**src/rtl/bba_ram.sv**
```systemverilog
`default_nettype none
// ----------------------------------------------------------------------------
// bba_ram
// Simple dual-port RAM: one write port, one read port with registered data.
// ----------------------------------------------------------------------------
module bba_ram #(
	parameter int WIDTH = 8,
	parameter int DEPTH = 16,
	localparam int AW = (DEPTH > 1) ? $clog2(DEPTH) : 1
) (
	input  wire logic             clk,
	input  wire logic             wr_en,
	input  wire logic [AW-1:0]    wr_addr,
	input  wire logic [WIDTH-1:0] wr_data,
	input  wire logic             rd_en,
	input  wire logic [AW-1:0]    rd_addr,
	output logic      [WIDTH-1:0] rd_data
);

	logic [WIDTH-1:0] mem_q [DEPTH];

	always_ff @(posedge clk) begin
		if (wr_en) begin
			mem_q[wr_addr] <= wr_data;
		end
		if (rd_en) begin
			rd_data <= mem_q[rd_addr];
		end
	end

endmodule
`default_nettype wire

```
**config.mk**
```make
export PLATFORM = sky130hd
export DESIGN_NAME = bba_ram
export DESIGN_NICKNAME = d
export VERILOG_FILES = /design/src/rtl/bba_ram.sv
export SDC_FILE = /design/constraint.sdc
export NUM_CORES = 1
export LEC_CHECK = 0
export CORE_MARGIN = 10
export CORE_UTILIZATION = 56
export CTS_CLUSTER_SIZE = 14
export DETAILED_ROUTE_END_ITERATION = 10
export DONT_BUFFER_PORTS = 1
export GPL_ROUTABILITY_DRIVEN = 0
export PLACE_DENSITY = 0.74
export SYNTH_ARGS = -nofsm -noshare
export SYNTH_HDL_FRONTEND = slang
export SYNTH_SLANG_ARGS = --single-unit
```
**constraint.sdc**
```tcl
create_clock -name clk -period 1.8 [get_ports clk]
set_clock_uncertainty 0.2 [all_clocks]
set_input_delay 0.27 -clock clk [delete_from_list [all_inputs] [get_ports clk]]
set_output_delay 0.27 -clock clk [all_outputs]
set_load 0.005 [all_outputs]
```
==> out/summary.txt, run 1 <==
Final cell count without fillers: 395
CTS tree: done
R2r setup slk: 60 ps
# nets final: 290
DR pass1 iterations: 6
Number of port buffers: 0
Share of layout cells above drive strength 1: 23.2%
Critical-path top delay cell: mux4_2
Syn Nets: 248
Peak Freq: 0.576 GHz
Critical path required time: 1860 ps
Cell count after synthesis: 229
Post-synthesis area per instance: 22.8 sq um
Post-synth EDFFs: 136
Slew Limit Fails: 0
Worst setup startpoint: mem_q[0][4]$_DFFE_PP_
Top Usage Layer GRT: met2
Clock Sinks: 136
CP Launch Type: flop
Vias in the first global route: 2567
Area delta synth->final: 17.8%
Post-route worst setup slack: 64.1 ps
First-pass GRT wire length: 15600 um
Setup violators final: 0
DR vias/cell: 6.18
Fill count: 544
CP endpoint: rd_data[4]$_DFFE_PP_
Power per cell area: 1170 nW/um^2
Status: complete, no violations
Met3 Usage GRT: 5.65%
Gr usage total: 16.3%
Met1 Usage GRT: 20.9%
Worst-Margin Slew: 618 ps
Max clock buf depth: 2
Asr flop ratio synth: 0%
Post-route ant nets: 0
Min-delay src: rd_addr[0]
Crit path kind: reg -> reg
Final period utilization: 96.4%
Antenna violations before repair: 0
Full die area: 13600 sq um
Synth unique cells: 18
Setup TNS: 0 ps
Die Height: 117 um
CTS Root Buffer Type: clkbuf_8
Pre-CTS WS: 34.2 ps
Hold Path Stages: 3
Detailed placement HPWL: 5810 um
WL final: 10200 um
CP peak stage delay: 460 ps
R2R Path Start: mem_q[0][4]$_DFFE_PP_
CP max FO: 1
Final hold violations: 0
RSZ-0062 raised after global routing: false
Inserted Diodes: 0
RR Endpoint: rd_data[4]$_DFFE_PP_
DR WL/cell: 25.9 um
Placed cells: 348
Starting Density: 57.1%
Residual DRC: 0
Seq/Total Area, Yosys: 78.1%
Critical path endpoint category: flop
Crit path DAT: 1790 ps
Leakage: 2.05 nW
Num rows: 35
Via count: 2443
Core ar.: 9150 sq um
Post-Syn Area: 5230 sq um
Total power: 7.20 mW
# IOs: 27
H-Tree Depth: 4
1st-iter DRT viols: 344
Crit path cell chain: mux4_2 -> a22oi_1 -> nand2_1
Hold Crit Class: in -> reg
Area after DPL: 5420 sq um
Tmin final: 1740 ps
GRT overflow: 0
Num CTS Buffers: 17
Worst Reg-to-Reg Cells: 3
Most frequent cells in the layout: edfxtp_1, mux4_2, buf_4, a22oi_1, clkbuf_16
Post-layout util: 67.3%
Post-synthesis register bit count: 136
Top FF cell, synth: edfxtp_1
Die Width: 117 um
Worst skew pair latency: 520 ps
Worst vdd ir: 0.564 mV
Minimum hold slack: 2.98 ps
Largest net degree at the start of global routing: 33
Rel. slew slack: 58.6%
Worst-path clk slew: 60 ps
Most common cell after layout, fill and taps aside: edfxtp_1
Synth Warn #: 0
Fin area: 6160 sq um
Max-cap violations: 0
Met2 usage: 25.2%
==> cell usage after synthesis, types with 2 or more instances <==
master	count	area share [%]
a22oi_1	16	2.3
buf_2	3	0.29
buf_6	3	0.65
clkdlybuf4s25_2	3	0.57
edfxtp_1	136	78
mux4_1	14	7.0
mux4_2	18	7.8
nand2_1	9	0.65
nand2b_1	2	0.24
nand3b_1	2	0.29
nor2_1	13	0.93
nor3_1	4	0.38
==> where the power goes <==
part | internal, mW | total, mW | switching (mW)
Sequential | 3.57 | 3.60 | 0.0245
Combinational | 0.134 | 0.280 | 0.146
Clock | 2.08 | 3.32 | 1.24
==> timing repair <==
action	CTS	global route
buffers inserted	0	0
resized for setup	0	1
hold buffers	14	1
hold endpoints to repair	175	1
endpoints found under the setup margin	0	8
==> area by class of cell <==
class	instances	area (sq um)	area share (%)
flip-flops and latches	136	4080	66.3
well taps	111	139	2.26
repair buffers	33	299	4.86
clock inverters	15	159	2.58
multi-input cells	83	1060	17.3
clock buffers	17	414	6.73
==> how the worst min path moves through the flow <==
stage,endpoint,slack [ps]
2_1_floorplan,mem_q[0][0]$_DFFE_PP_,170
3_3_place_gp,mem_q[7][1]$_DFFE_PP_,170
3_5_place_dp,mem_q[14][7]$_DFFE_PP_,170
4_1_cts,rd_data[1]$_DFFE_PP_,-30
5_1_grt,rd_data[4]$_DFFE_PP_,3
6_report,rd_data[4]$_DFFE_PP_,3
==> metal layers <==
layer	vias up	share of wire [%]
met5	-	0
met4	0	1.1
met3	11	8.0
met2	102	49
met1	1261	42
li1	1069	-
==> cells by family (layout without fill, tap and decap cells) <==
family | Yosys count | count (layout) | synth area share, %
mux | 32 | 32 | 14.8
flops | 136 | 136 | 78.1
compound gates | 16 | 16 | 2.30
simple gates | 35 | 35 | 3.14
buf+inv | 10 | 65 | 1.65
==> worst max-delay path: cells and delay by family, from the launching register on <==
family	cells	cell delay (ps)
muxes	1	460
DFF	1	390
AOI/OAI and AO/OA	1	330
and+or+nand+nor	1	100
==> state kept, by name, indices dropped and copies added (netlist names) <==
register / count
rd_data: 8
mem_q: 128
Power figures use the tool's default switching activity.
==> run 2, diff against run 1 <==
--- a/config.mk
+++ b/config.mk
@@ -6,12 +6,11 @@
 export NUM_CORES = 1
 export LEC_CHECK = 0
 export CORE_MARGIN = 10
-export CORE_UTILIZATION = 56
+export CORE_UTILIZATION = 35
 export CTS_CLUSTER_SIZE = 14
 export DETAILED_ROUTE_END_ITERATION = 10
 export DONT_BUFFER_PORTS = 1
 export GPL_ROUTABILITY_DRIVEN = 0
-export PLACE_DENSITY = 0.74
 export SYNTH_ARGS = -nofsm -noshare
 export SYNTH_HDL_FRONTEND = slang
 export SYNTH_SLANG_ARGS = --single-unit
==> run 2 against run 1 <==
Against the previous run: via count rose by 1.4%; non-clock buffer count up 1; final area increased by 2.0%; clock power grew 5%; combinational power fell by 4%; sequential share of layout area decreased by 1.3 points; total power is 2.2% higher; flip-flop and latch count unchanged; die area rose by 49%.
==> out/summary.txt, run 2 (synthesized netlist as in run 1, its figures left out) <==
Die Width: 142 um (+22%)
Share of layout cells above drive strength 1: 27.0% (+3.8 points)
R2r setup slk: 30 ps (-40 ps)
Slew Limit Fails: 0 (unchanged)
Final cell count without fillers: 470 (+19%)
DR pass1 iterations: 4 (-2)
Setup violators final: 0 (unchanged)
Biggest regs: mem_q (128), rd_data (8)
Min-delay src: rd_addr[1]
Critical path endpoint category: flop
Max FFs per register: 128 (unchanged)
Worst skew pair latency: 420 ps (-100 ps)
Number of port buffers: 0 (unchanged)
Die Height: 142 um (+22%)
Num rows: 44 (+26%)
Rel. slew slack: 46.0% (-13 points)
Area delta synth->final: 20.1%
RR Endpoint: rd_data[6]$_DFFE_PP_
CP Launch Type: flop
Hold Crit Class: in -> reg
Detailed placement HPWL: 6830 um (+18%)
CTS Root Buffer Type: clkbuf_16
# IOs: 27 (unchanged)
Area after DPL: 5550 sq um (+2.4%)
Final period utilization: 98.5% (+2.0 points)
Clock Sinks: 136 (unchanged)
Vias in the first global route: 2671 (+4.1%)
H-Tree Depth: 4 (unchanged)
Status: complete, no violations
CP max FO: 1 (unchanged)
Antenna violations before repair: 1 (+1)
Crit path DAT: 1730 ps (-60 ps)
Hold Path Stages: 3 (unchanged)
Final hold violations: 0 (unchanged)
R2R Path Start: mem_q[3][6]$_DFFE_PP_
Critical path required time: 1750 ps (-110 ps)
Largest net degree at the start of global routing: 33 (unchanged)
DR WL/cell: 23.2 um (-10%)
1st-iter DRT viols: 246 (-28%)
Worst vdd ir: 1.14 mV (+100%)
Full die area: 20200 sq um (+49%)
Core ar.: 14600 sq um (+59%)
Leakage: 2.06 nW (+0.42%)
First-pass GRT wire length: 16500 um (+6.1%)
Setup TNS: 0 ps (unchanged)
GRT overflow: 0 (unchanged)
Worst-path clk slew: 60 ps (about the same)
Residual DRC: 0 (unchanged)
WL final: 10900 um (+6.7%)
Max clock buf depth: 2 (unchanged)
Starting Density: 35.8% (-21 points)
Worst Reg-to-Reg Cells: 3 (unchanged)
Post-CTS Setup Bufs: 0 (unchanged)
Most common cell after layout, fill and taps aside: edfxtp_1
CTS tree: done
Largest register by flop count: mem_q
# nets final: 291 (+0.34%)
Via count: 2477 (+1.4%)
Max-cap violations: 0 (unchanged)
Worst-Margin Slew: 807 ps (+189 ps)
RSZ-0062 raised after global routing: false
Num CTS Buffers: 17 (unchanged)
Crit path kind: reg -> reg
Fin area: 6280 sq um (+2.0%)
Most frequent cells in the layout: edfxtp_1, buf_4, mux4_2, clkbuf_16
Post-route ant nets: 0 (unchanged)
Hold path endpoint: rd_data[2]$_DFFE_PP_
Power per cell area: 1170 nW/um^2 (+0.26%)
Gr usage total: 11.5% (-4.8 points)
Peak Freq: 0.564 GHz (-2.1%)
Tmin final: 1770 ps (+36.9 ps)
DR vias/cell: 5.27 (-15%)
Placed cells: 426 (+22%)
## run 2: changes by cell type in the layout (fill, tap and decap cells not counted), sizes merged
cell,change
buf,+4
dlygate4sd3,-3
diode,+1
clkinvlp,+3
inv,-1
clkinv,-2
## run 2: stage by stage
step           setup WS, ps  power [mW]  hold slack (ps)  utilization [%]
2_1_floorplan          47.6        3.83              169                -
3_3_place_gp           57.2        3.86              171             38.0
3_5_place_dp           38.1        3.86              170             38.0
4_1_cts                35.9        7.43             4.74             42.9
5_1_grt                9.14        7.60             18.6             43.0
6_report               27.2        7.35             24.3             43.0
## run 2: worst max path at each step
stage                                     start              endpoint
after detailed placement  mem_q[5][1]$_DFFE_PP_  rd_data[1]$_DFFE_PP_
after CTS                 mem_q[5][1]$_DFFE_PP_  rd_data[1]$_DFFE_PP_
final                     mem_q[3][6]$_DFFE_PP_  rd_data[6]$_DFFE_PP_
after global routing      mem_q[8][2]$_DFFE_PP_  rd_data[2]$_DFFE_PP_
after floorplan                      rd_addr[0]  rd_data[1]$_DFFE_PP_
after global placement    mem_q[5][1]$_DFFE_PP_  rd_data[1]$_DFFE_PP_
## run 2: critical path: stages, from the launching register on
cell      delay (ps)
edfxtp_1         370
mux4_2           470
a22oi_1          310
nand2_1          150
## run 2: layer usage
layer | vias up | share of wire (%) | global-route usage, % | wire length [um]
li1 | 1068 | - | - | -
met1 | 1313 | 45 | 15.2 | 4880
met2 | 81 | 45 | 16.3 | 4960
met3 | 15 | 8.2 | 4.64 | 896
met4 | 0 | 1.7 | 5.33 | 187
met5 | - | 0 | 0 | 0
## run 2: area by class of cell
type	instances	area, sq um
well taps	184	230
flip-flops and latches	136	4080
clock buffers	17	425
repair buffers	34	283
clock inverters	15	180
diodes	1	2.50
multi-input cells	83	1070
fillers	1250	8310
## run 2: what timing repair did
action	CTS	global route
gates resized for setup	0	2
hold buffers	11	0
setup endpoints to repair	0	2
hold endpoints to repair	151	0
## run 2: power breakdown
part / total (mW) / internal [mW] / switching, mW
sequential: 3.59 / 3.57 / 0.0208
clock: 3.49 / 2.17 / 1.32
combinational: 0.270 / 0.127 / 0.143
total: 7.35 / 5.87 / 1.48
==> run 3, diff against run 2 <==
--- a/config.mk
+++ b/config.mk
@@ -5,12 +5,15 @@
 export SDC_FILE = /design/constraint.sdc
 export NUM_CORES = 1
 export LEC_CHECK = 0
+export CELL_PAD_IN_SITES_DETAIL_PLACEMENT = 1
+export CELL_PAD_IN_SITES_GLOBAL_PLACEMENT = 1
 export CORE_MARGIN = 10
 export CORE_UTILIZATION = 35
 export CTS_CLUSTER_SIZE = 14
 export DETAILED_ROUTE_END_ITERATION = 10
 export DONT_BUFFER_PORTS = 1
 export GPL_ROUTABILITY_DRIVEN = 0
+export PLACE_DENSITY_LB_ADDON = 0.1
 export SYNTH_ARGS = -nofsm -noshare
 export SYNTH_HDL_FRONTEND = slang
 export SYNTH_SLANG_ARGS = --single-unit
==> run 3 against run 2 <==
Against the previous run: die area unchanged; routed wire length up 2.5%; final area down 3.2%; register-to-register slack better by 30 ps; critical path depth unchanged; via count down 4.1%.
==> out/summary.txt, run 3 (synthesized netlist as in run 1, its figures left out) <==
Status: complete, no violations
Post-CTS Setup Bufs: 0 (unchanged)
Tmin final: 1740 ps (-31.7 ps)
CP max FO: 1 (unchanged)
Number of port buffers: 0 (unchanged)
Crit path DAT: 1670 ps (-60 ps)
Antenna violations before repair: 1 (unchanged)
RSZ-0062 raised after global routing: false
Residual DRC: 0 (unchanged)
CP peak stage delay: 510 ps (+40 ps)
Crit path kind: reg -> reg
WL final: 11200 um (+2.5%)
Rel. slew slack: 41.8% (-4.2 points)
Area delta synth->final: 16.3%
Via count: 2376 (-4.1%)
Final cell count without fillers: 460 (-2.1%)
CP Launch Type: flop
Critical path endpoint category: flop
Largest net degree at the start of global routing: 33 (unchanged)
CTS Root Buffer Type: clkbuf_16
Num rows: 44 (unchanged)
Setup TNS: 0 ps (unchanged)
DR pass1 iterations: 4 (unchanged)
Critical-path top delay cell: mux4_1
Worst skew pair latency: 410 ps (about the same)
Largest register by flop count: mem_q
# IOs: 27 (unchanged)
DR WL/cell: 24.3 um (+4.7%)
Biggest regs: mem_q (128), rd_data (8)
Worst vdd ir: 0.635 mV (-44%)
Starting Density: 35.8% (unchanged)
Hold Crit Class: in -> reg
Final period utilization: 96.7% (-1.8 points)
Core ar.: 14600 sq um (unchanged)
Final hold violations: 0 (unchanged)
H-Tree Depth: 4 (unchanged)
Post-route ant nets: 0 (unchanged)
Worst-Margin Slew: 869 ps (+62.2 ps)
Gr usage total: 11.9% (+0.32 points)
Fill count: 1348 (+7.8%)
Area after DPL: 5500 sq um (-0.95%)
Placed cells: 419 (-1.6%)
Max FFs per register: 128 (unchanged)
CTS tree: done
Max-cap violations: 0 (unchanged)
Crit path cell chain: mux4_1 -> a22oi_1 -> nand2_1
First-pass GRT wire length: 17000 um (+2.5%)
Share of layout cells above drive strength 1: 20.4% (-6.7 points)
Detailed placement HPWL: 7000 um (+2.5%)
# nets final: 282 (-3.1%)
GRT overflow: 0 (unchanged)
Vias in the first global route: 2586 (-3.2%)
Most frequent cells in the layout: edfxtp_1, mux4_2, clkbuf_16, buf_4
Power per cell area: 1100 nW/um^2 (-6.0%)
Critical path required time: 1730 ps (-20 ps)
Full die area: 20200 sq um (unchanged)
Most common cell after layout, fill and taps aside: edfxtp_1
Die Height: 142 um (unchanged)
Slew Limit Fails: 0 (unchanged)
Die Width: 142 um (unchanged)
Setup violators final: 0 (unchanged)
Worst-path clk slew: 50 ps (about the same)
Post-layout util: 41.7% (-1.4 points)
Fin area: 6080 sq um (-3.2%)
Peak Freq: 0.574 GHz (+1.8%)
Leakage: 1.96 nW (-4.5%)
Max clock buf depth: 2 (unchanged)
1st-iter DRT viols: 245 (-0.41%)
Clock Sinks: 136 (unchanged)
DR vias/cell: 5.17 (-2.0%)
Num CTS Buffers: 17 (unchanged)
run 3: changes by cell type in the layout (fill, tap and decap cells not counted):
cell,before,now
clkbuf_1,0,5
clkinv_2,2,1
buf_4,23,16
clkinvlp_4,6,0
bufinv_16,3,0
clkinv_1,0,8
dlygate4sd3_1,11,9
clkinv_4,4,0
run 3: routing by layer:
metal / share of wire [%] / global-route usage [%]
met1: 44 / 15.1
met3: 5.4 / 4.27
met4: 1.6 / 5.00
met5: 0 / 0
met2: 49 / 17.9
run 3: cell type report:
cell class              count  area [sq um]  share of cell area [%]
multi-input cells          83          1070                    17.6
clock buffers              22           444                    7.31
repair buffers             25           210                    3.46
well taps                 184           230                    3.79
diodes                      1          2.50                  0.0412
flip-flops and latches    136          4080                    67.2
clock inverters             9          35.0                   0.576
run 3: metrics by stage:
| step | power, mW | hold slack (ps) | setup slack [ps] |
|---|---|---|---|
| after CTS | 6.78 | 17.8 | 9.61 |
| after detailed placement | 3.87 | 170 | 14.0 |
| after floorplan | 3.83 | 169 | 47.6 |
| after global placement | 3.86 | 170 | 39.7 |
| final | 6.69 | 34.3 | 58.9 |
| after global routing | 6.98 | 14.5 | 16.8 |
run 3: power breakdown:
part	switching (mW)	internal, mW
combinational	0.139	0.121
clock	1.13	1.70
sequential	0.0229	3.57
run 3: critical path, delay by kind of cell (launching register included):
kind / cells / cell delay [ps]
AOI/OAI and AO/OA: 1 / 240
and+or+nand+nor: 1 / 150
DFF: 1 / 360
muxes: 1 / 510
run 3: final timing paths:
| kind | slack [ps] | from | cells past startpoint | end |
|---|---|---|---|---|
| min reg2reg | 560 | mem_q[0][5]$_DFFE_PP_ | 3 | rd_data[5]$_DFFE_PP_ |
| max | 60 | mem_q[9][4]$_DFFE_PP_ | 3 | rd_data[4]$_DFFE_PP_ |
| min | 30 | wr_addr[1] | 2 | mem_q[0][6]$_DFFE_PP_ |
| max reg2reg | 60 | mem_q[9][4]$_DFFE_PP_ | 3 | rd_data[4]$_DFFE_PP_ |
run 3: repair_timing:
item,CTS,global route
hold endpoints to repair,136,0
hold buffers,9,0
resized for setup,0,2
endpoints found under the setup margin,0,2
